### src/hdl/cioc_pkg.sv
// Shared types, codes and device evaluation for the console I/O port controller.
package cioc_pkg;

    localparam int LINE_CYCLES_DEF = 228;

    // Bus operation codes
    localparam logic [1:0] OP_WRITE  = 2'd0;
    localparam logic [1:0] OP_READ_A = 2'd1;
    localparam logic [1:0] OP_READ_B = 2'd2;

    // Configuration register indexes
    localparam logic [1:0] CFG_EXPORT  = 2'd0;
    localparam logic [1:0] CFG_DEV_A   = 2'd1;
    localparam logic [1:0] CFG_DEV_B   = 2'd2;
    localparam logic [1:0] CFG_MD_MODE = 2'd3;

    // Control byte pin bits
    localparam int PIN_TR_A = 0;
    localparam int PIN_TH_A = 1;
    localparam int PIN_TR_B = 2;
    localparam int PIN_TH_B = 3;

    // Horizontal count table, phaser hit window and idle read constants
    localparam logic [7:0] HC_BASE  = 8'd244;
    localparam logic [7:0] HC_KNEE  = 8'd212;
    localparam logic [7:0] HC_SKIP  = 8'd85;
    localparam logic [8:0] HIT_XWIN = 9'd25;
    localparam logic [9:0] HIT_YWIN = 10'd8;
    localparam logic [7:0] GUN_OFS  = 8'd22;
    localparam logic [7:0] IDLE_BITS = 8'h7F;

    typedef enum logic [1:0] {
        DEV_NONE   = 2'd0,
        DEV_PAD    = 2'd1,
        DEV_PHASER = 2'd2,
        DEV_PADDLE = 2'd3
    } t_dev;

    typedef struct packed {
        logic [7:0] bits;
        logic       flag;
        logic       load;   // first phaser hit: load latch with gun X
    } t_dev_res;

    function automatic t_dev_res dev_eval(
        input t_dev       dev,
        input logic       th_in,
        input logic       tha_high,
        input logic       export_mach,
        input logic       flag,
        input logic [5:0] pad,
        input logic [7:0] analog,
        input logic       hit
    );
        t_dev_res res;
        logic     nf;
        res.bits = IDLE_BITS;
        res.flag = flag;
        res.load = 1'b0;
        nf       = 1'b0;
        unique case (dev)
            DEV_NONE: begin
            end
            DEV_PAD: begin
                res.bits = IDLE_BITS & ~{2'b00, pad};
            end
            DEV_PHASER: begin
                if (th_in) begin
                    if (hit) begin
                        if (!flag) begin
                            res.load = 1'b1;
                            res.flag = 1'b1;
                        end
                        res.bits[6] = 1'b0;
                    end else begin
                        res.flag = 1'b0;
                    end
                end
                if (pad[4]) res.bits[4] = 1'b0;
            end
            DEV_PADDLE: begin
                nf       = export_mach ? ~tha_high : ~flag;
                res.flag = nf;
                if (nf) res.bits = {4'h5, analog[3:0]};
                else    res.bits = {4'h7, analog[7:4]};
                if (pad[4]) res.bits[4] = 1'b0;
            end
            default: begin
            end
        endcase
        return res;
    endfunction

endpackage

### src/hdl/console_io_port_controller.sv
// Top level of the console I/O port controller: control byte, H-counter latch, port reads.
//
// One bus access per transfer, one transfer per clock sustained while the
// result side does not stall. An access is captured in an input register,
// evaluated in a single combinational pass (control byte, horizontal-count
// table, device models) and moves on into the result register once that
// register is free or its result transfers. Input ready follows the result
// side: while a result is held, a full input register holds too, and it
// takes a new access in the cycle the held result transfers. State (control
// byte, H latch, device flags) is updated as each access moves into the
// result register, so a following access sees it. Configuration writes take
// effect at once and are meant for an idle block.
module console_io_port_controller #(
    parameter int LINE_CYCLES = cioc_pkg::LINE_CYCLES_DEF
) (
    input  logic       i_clk,
    input  logic       i_rst_n,
    // configuration
    input  logic       i_cfg_we,
    input  logic [1:0] i_cfg_index,
    input  logic [1:0] i_cfg_data,
    // access channel
    input  logic       i_in_valid,
    output logic       o_in_ready,
    input  logic [1:0] i_operation,
    input  logic [7:0] i_write_data,
    input  logic [5:0] i_pad_a,
    input  logic [5:0] i_pad_b,
    input  logic [7:0] i_analog_a,
    input  logic [7:0] i_analog_b,
    input  logic       i_reset_button,
    input  logic [7:0] i_line_cycle,
    input  logic [8:0] i_video_line,
    input  logic       i_io_disabled,
    input  logic [7:0] i_unmapped_byte,
    // result channel
    output logic       o_out_valid,
    input  logic       i_out_ready,
    output logic [7:0] o_read_data,
    output logic [7:0] o_hcount_latch,
    output logic       o_latch_updated
);

    localparam logic [8:0] LC = 9'(LINE_CYCLES);

    // configuration
    logic          r_export;
    cioc_pkg::t_dev r_dev_a, r_dev_b;
    logic          r_md_mode;

    // state
    logic [7:0] r_ctl, n_ctl;
    logic [7:0] r_hc, n_hc;
    logic       r_flag_a, n_flag_a;
    logic       r_flag_b, n_flag_b;

    // input register
    logic       r_iv;
    logic [1:0] r_op;
    logic [7:0] r_wdata;
    logic [5:0] r_pad_a, r_pad_b;
    logic [7:0] r_an_a, r_an_b;
    logic       r_rst_btn;
    logic [7:0] r_lcyc;
    logic [8:0] r_line;
    logic       r_dis;
    logic [7:0] r_unmap;

    // result register
    logic       r_ov;
    logic [7:0] r_rd, n_rd;
    logic       r_lu, n_lu;

    logic advance;
    logic take;

    assign advance    = !r_ov || i_out_ready;
    assign take       = r_iv && advance;
    assign o_in_ready = !r_iv || advance;

    always_ff @(posedge i_clk) begin
        if (!i_rst_n) begin
            r_export  <= 1'b1;
            r_dev_a   <= cioc_pkg::DEV_PAD;
            r_dev_b   <= cioc_pkg::DEV_PAD;
            r_md_mode <= 1'b0;
        end else if (i_cfg_we) begin
            unique case (i_cfg_index)
                cioc_pkg::CFG_EXPORT:  r_export  <= i_cfg_data[0];
                cioc_pkg::CFG_DEV_A:   r_dev_a   <= cioc_pkg::t_dev'(i_cfg_data);
                cioc_pkg::CFG_DEV_B:   r_dev_b   <= cioc_pkg::t_dev'(i_cfg_data);
                cioc_pkg::CFG_MD_MODE: r_md_mode <= i_cfg_data[0];
                default: begin
                end
            endcase
        end
    end

    always_ff @(posedge i_clk) begin
        if (!i_rst_n) begin
            r_iv <= 1'b0;
        end else if (o_in_ready) begin
            r_iv <= i_in_valid;
        end
    end

    always_ff @(posedge i_clk) begin
        if (o_in_ready && i_in_valid) begin
            r_op      <= i_operation;
            r_wdata   <= i_write_data;
            r_pad_a   <= i_pad_a;
            r_pad_b   <= i_pad_b;
            r_an_a    <= i_analog_a;
            r_an_b    <= i_analog_b;
            r_rst_btn <= i_reset_button;
            r_lcyc    <= i_line_cycle;
            r_line    <= i_video_line;
            r_dis     <= i_io_disabled;
            r_unmap   <= i_unmapped_byte;
        end
    end

    // horizontal count from the line cycle
    logic [8:0] lc_ext;
    logic [8:0] lc_mod;
    logic [7:0] idx;
    logic [7:0] hcount;

    always_comb begin
        lc_ext = {1'b0, r_lcyc};
        lc_mod = (lc_ext >= LC) ? (lc_ext - LC) : lc_ext;
        idx    = lc_mod[7:0];
        hcount = idx + cioc_pkg::HC_BASE - {2'b00, idx[7:2]}
                 - {7'd0, (idx[1:0] == 2'b11)}
                 + ((idx > cioc_pkg::HC_KNEE) ? cioc_pkg::HC_SKIP : 8'd0);
    end

    // phaser hit window, shared by both ports (same gun inputs)
    logic [6:0] gun_x;
    logic       hit;
    always_comb begin
        gun_x = r_an_a[7:1];
        hit = ({2'b00, gun_x} + cioc_pkg::HIT_XWIN > {1'b0, hcount})
           && ({2'b00, gun_x} < {1'b0, hcount} + cioc_pkg::HIT_XWIN)
           && ({2'b00, r_an_b} + cioc_pkg::HIT_YWIN > {1'b0, r_line})
           && ({2'b00, r_an_b} < {1'b0, r_line} + cioc_pkg::HIT_YWIN);
    end

    // pin levels under the current control byte
    logic [3:0] pin_in;
    logic [3:0] pin_hi;
    assign pin_in = r_ctl[3:0];
    assign pin_hi = r_ctl[3:0] | ({4{r_export}} & r_ctl[7:4]);

    cioc_pkg::t_dev_res res_a, res_b;
    always_comb begin
        res_a = cioc_pkg::dev_eval(r_dev_a, pin_in[cioc_pkg::PIN_TH_A],
                                   pin_hi[cioc_pkg::PIN_TH_A], r_export, r_flag_a,
                                   r_pad_a, r_an_a, hit);
        res_b = cioc_pkg::dev_eval(r_dev_b, pin_in[cioc_pkg::PIN_TH_B],
                                   pin_hi[cioc_pkg::PIN_TH_A], r_export, r_flag_b,
                                   r_pad_b, r_an_b, hit);
    end

    always_comb begin
        n_ctl    = r_ctl;
        n_hc     = r_hc;
        n_flag_a = r_flag_a;
        n_flag_b = r_flag_b;
        n_rd     = 8'hFF;
        n_lu     = 1'b0;
        case (r_op)
            cioc_pkg::OP_WRITE: begin
                // rising TH-A latches the H counter
                if (r_wdata[cioc_pkg::PIN_TH_A] && !pin_hi[cioc_pkg::PIN_TH_A]) begin
                    n_hc = hcount;
                    n_lu = 1'b1;
                end
                n_ctl = r_wdata;
            end
            cioc_pkg::OP_READ_A, cioc_pkg::OP_READ_B: begin
                if (r_dis) begin
                    n_rd = r_unmap;
                end else begin
                    n_flag_a = res_a.flag;
                    n_flag_b = res_b.flag;
                    if (res_a.load || res_b.load) begin
                        n_hc = {1'b0, gun_x} + cioc_pkg::GUN_OFS;
                        n_lu = 1'b1;
                    end
                    if (r_op == cioc_pkg::OP_READ_A) begin
                        n_rd = {res_b.bits[1:0], res_a.bits[5:0]};
                        if (!pin_in[cioc_pkg::PIN_TR_A]) n_rd[5] = pin_hi[cioc_pkg::PIN_TR_A];
                    end else begin
                        n_rd = {res_b.bits[6], res_a.bits[6], 2'b11, res_b.bits[5:2]};
                        if (!pin_in[cioc_pkg::PIN_TR_B]) n_rd[3] = pin_hi[cioc_pkg::PIN_TR_B];
                        if (!pin_in[cioc_pkg::PIN_TH_A]) n_rd[6] = pin_hi[cioc_pkg::PIN_TH_A];
                        if (!pin_in[cioc_pkg::PIN_TH_B]) n_rd[7] = pin_hi[cioc_pkg::PIN_TH_B];
                        if (r_rst_btn) n_rd[4] = 1'b0;
                        if (r_md_mode) n_rd[5] = 1'b0;
                    end
                end
            end
            default: begin
            end
        endcase
    end

    always_ff @(posedge i_clk) begin
        if (!i_rst_n) begin
            r_ctl    <= 8'hFF;
            r_hc     <= 8'd0;
            r_flag_a <= 1'b0;
            r_flag_b <= 1'b0;
            r_ov     <= 1'b0;
        end else begin
            if (advance) r_ov <= r_iv;
            if (take) begin
                r_ctl    <= n_ctl;
                r_hc     <= n_hc;
                r_flag_a <= n_flag_a;
                r_flag_b <= n_flag_b;
            end
        end
    end

    always_ff @(posedge i_clk) begin
        if (take) begin
            r_rd <= n_rd;
            r_lu <= n_lu;
        end
    end

    assign o_out_valid     = r_ov;
    assign o_read_data     = r_rd;
    assign o_hcount_latch  = r_hc;
    assign o_latch_updated = r_lu;

endmodule
### config.mk
export PLATFORM = sky130hd
export DESIGN_NAME = console_io_port_controller
export DESIGN_NICKNAME = d
export VERILOG_FILES = /design/src/hdl/cioc_pkg.sv /design/src/hdl/console_io_port_controller.sv
export SDC_FILE = /design/constraint.sdc
export NUM_CORES = 1
export LEC_CHECK = 0
export BUFFER_PORTS_ARGS = -buffer_cell sky130_fd_sc_hd__buf_2
export CORE_MARGIN = 2
export CORE_UTILIZATION = 45
export DETAILED_ROUTE_END_ITERATION = 6
export PLACE_DENSITY = 0.66
export SYNTH_ARGS = -nofsm -noshare
export SYNTH_HDL_FRONTEND = slang
export SYNTH_SLANG_ARGS = --single-unit
### constraint.sdc
create_clock -name i_clk -period 8.35 [get_ports i_clk]
set_input_delay 2.0875 -clock i_clk [delete_from_list [all_inputs] [get_ports i_clk]]
set_output_delay 2.0875 -clock i_clk [all_outputs]
set_load 0.005 [all_outputs]
==> metrics.csv <==
stage;metric;value;unit
run_status;status;completed;
sta;setup TNS;0;ns
worst_setup_path;worst r2r path cells;24;
layout;Final nets;744;
synthesis;Mapped Area;5630;sq um
synthesis;Syn Inst Count;522;
grt;vias in the first global route;4124;
worst_setup_path;CP arrival;6.61;ns
worst_setup_path;CP startpoint;r_lcyc[3]$_DFFE_PP_;
grt;largest net degree at the start of global routing;66;
worst_setup_path;crit path launch type;register;
floorplanning;Initial Util;46.5;%
sta;Fmax;153;MHz
layout;ANT cells;0;
pwr;Tot Pwr;1.37;mW
pwr;leak pwr;2.87;nW
worst_setup_path;crit-path max FO;5;
worst_setup_path;RR Startpoint;r_lcyc[3]$_DFFE_PP_;
worst_setup_path;Setup Crit Path Kind;reg2reg;
synthesis;Post-synth EDFFs;74;
synthesis;Post-Syn Nets;654;
detailed_routing;Post-DRT Antenna Nets;0;
layout;Fill cells;1076;
layout;Finished Layout Cells;785;
sta;fin crit share;78.1;%
clock_network;TritonCTS Sinks;100;
synthesis;syn_area_per_cell;10.8;sq um
placement;post-DP HPWL;9.01;mm
grt;gr ovfl total;0;
clock_network;CTS max path bufs;2;
sta;Min Clock Period, post-route;6.53;ns
worst_setup_path;CP Capture Type;register;
sta;final worst setup slack;1.82;ns
layout;commonest non-fill, non-tap cells in the layout;92 x buf_2, 74 x edfxtp_1, 54 x nand2_1;
detailed_routing;DRT Pass-1 Iters;4;
grt;first-pass GRT wire length;19.1;mm
grt;antenna violations before repair;0;
layout;layout cells sized above 1;19.0;%
hold_path;min-delay src;o_hcount_latch[7]$_SDFFE_PN0P_;
placement;routability-driven placement congestion ratio;0.900;
sta;count of pins over their slew limit;0;
detailed_routing;Iteration-0 DRC Markers;190;
synthesis;warning count from the yosys run;0;
synthesis;Post-synth ARST share;0;%
worst_setup_path;Worst Path Required;8.44;ns
pwr;Peak VDD IR;0.153;mV
clock_network;CTS H-tree lvls;3;
placement;DP Worst Slack;1.89;ns
worst_setup_path;setup slack, reg-to-reg;1.82;ns
floorplanning;Ports;93;
clock_network;setup bufs post-CTS;0;
detailed_routing;DRC violations left;0;
synthesis;synth unique cells;52;
layout;leading cell type in the layout, fill and taps excluded;buf_2;
floorplanning;total die area;13400;sq um
sta;final setup fails;0;
sta;Fin. Hold Viols;0;
clock_network;cts hold-fix bufs;0;
floorplanning;Die Height;116;um
clock_network;CTS tree;yes;
clock_network;clk_lat worst skew;0.34;ns
layout;Post-Layout Inst Area;6560;sq um
worst_setup_path;worst r2r dst;o_read_data[7]$_SDFFCE_PP1P_;
grt;overall routing resource usage;18.3;%
floorplanning;die extent in x;116;um
clock_network;cts bufs inserted;9;
sta;clk_skew;0.00943;ns
run;max_cap viols;0;
placement;placed insts;769;
sta;worst slew pin tran;0.901;ns
layout;final core occ;54.1;%
floorplanning;Core Rows;40;
synthesis;register area share after synthesis;48.7;%
detailed_routing;mean number of vias per cell;5.22;
worst_setup_path;crit path to;o_read_data[7]$_SDFFCE_PP1P_;
floorplanning;CORE AREA;12100;sq um
synthesis;Synth Flop Type;edfxtp_1;
hold_path;worst hold path type;reg2reg;
layout;area delta synth->final;16.4;%
clock_network;clock slew at reported path FFs;0.07;ns
detailed_routing;drt wl/cell;15.0;um
sta;unrepaired setup endpoints after global routing;false;
detailed_routing;Vias;4096;
pwr;Power Density;209;nW/um^2
sta;Worst slew margin;39.8;%
detailed_routing;routed wire length;11.7;mm
clock_network;Clock Root Buffer;clkbuf_16;
placement;DP Area;6250;sq um
sta;hold slack;0.452;ns
clock_network;Post-CTS Resized;0;
synthesis;Yosys reg bits;100;
placement;IO Port Bufs;92;
cell families (layout without fill, tap and decap cells):
logic type,after synthesis,count (layout),share of synthesized area [%]
buf+inv,61,156,4.22
mux,24,24,4.27
simple gates,149,149,12.6
fa+ha+maj,58,58,13.7
xor+xnor,26,26,4.18
flops,100,100,48.7
compound gates,104,104,12.3
how the worst min path moves through the flow:
stage                                                end  slack [ns]  cells past startpoint
after global routing      o_hcount_latch[7]$_SDFFE_PN0P_        0.48                      2
final                     o_hcount_latch[7]$_SDFFE_PN0P_        0.45                      2
after detailed placement           r_ctl[7]$_SDFFE_PN1P_        0.45                      2
after CTS                 o_hcount_latch[7]$_SDFFE_PN0P_        0.46                      2
after floorplan                    r_ctl[3]$_SDFFE_PN1P_        0.43                      2
after global placement    o_hcount_latch[7]$_SDFFE_PN0P_        0.44                      2
synth_stat cells (3+ instances only):
| library cell | count | share of area, % |
|---|---|---|
| nand4_1 | 4 | 0.44 |
| edfxtp_1 | 74 | 39 |
| and3_1 | 3 | 0.33 |
| clkbuf_1 | 12 | 0.80 |
| a21o_1 | 5 | 0.67 |
| dfxtp_1 | 26 | 9.2 |
| fa_1 | 6 | 2.1 |
| inv_1 | 45 | 3.0 |
| nand3_1 | 22 | 2.0 |
| or3_1 | 5 | 0.56 |
| nor3b_1 | 4 | 0.53 |
| nor3_1 | 9 | 0.80 |
| a211oi_1 | 10 | 1.3 |
| ha_1 | 52 | 12 |
| mux2i_1 | 24 | 4.3 |
| a21oi_1 | 26 | 2.3 |
| nor2b_1 | 8 | 0.89 |
| nand2_1 | 54 | 3.6 |
| xnor2_1 | 16 | 2.5 |
| xor2_1 | 9 | 1.4 |
| o21ai_0 | 24 | 2.1 |
| nor2_1 | 26 | 1.7 |
| o221ai_1 | 3 | 0.47 |
| o211ai_1 | 11 | 1.5 |
| nand2b_1 | 5 | 0.56 |
| o22ai_1 | 5 | 0.56 |
report_power, final:
group	internal, mW	total (mW)	leakage (nW)	switching [mW]
logic	0.160	0.377	1.79	0.217
clock network	0.225	0.411	0.147	0.186
registers	0.561	0.581	0.925	0.0203
critical path, stage by stage, from the launching register on:
cell       delay, ns
edfxtp_1        0.41
inv_1           0.10
ha_1            0.14
or3b_4          0.39
a21o_1          0.20
xnor2_1         0.39
xor2_1          0.20
ha_1            0.18
a21oi_1         0.05
fa_1            0.41
fa_1            0.49
inv_1           0.04
ha_1            0.21
fa_1            0.40
a21o_1          0.19
a21oi_1         0.16
xor2_1          0.38
ha_1            0.23
nand3_1         0.08
a211oi_1        0.25
a211oi_1        0.09
a2111o_1        0.43
a21oi_1         0.35
a2111oi_0       0.16
or3_1           0.32
cell type report:
class	count	area (sq um)	share of cell area, %
inverter	46	173	2.63
clock buffer	10	250	3.82
timing repair buffer	94	475	7.25
clock inverter	6	51.3	0.783
sequential	100	2740	41.8
multi-input combinational	361	2650	40.5
tap	168	210	3.21
routing by layer:
metal  vias up  wire [um]  part of all wire, %  track usage [%]
li1       2062          -                    -                -
met1      1904       5430                   46             24.4
met4         0        325                  2.8             7.94
met3        22        476                  4.1             3.40
met5         -          0                    0                0
met2       108       5510                   47             29.4
flip-flops by register name, summed over array words and instances (netlist names), 2 cells and up:
| register | cells |
|---|---|
| o_hcount_latch | 8 |
| r_an_a | 8 |
| r_lcyc | 8 |
| r_pad_b | 6 |
| r_an_b | 8 |
| r_line | 9 |
| r_ctl | 8 |
| r_op | 2 |
| r_unmap | 8 |
| r_pad_a | 6 |
| r_wdata | 8 |
| r_dev_a | 2 |
| r_dev_b | 2 |
| o_read_data | 8 |
No activity file was read; power rests on OpenSTA's default activity.
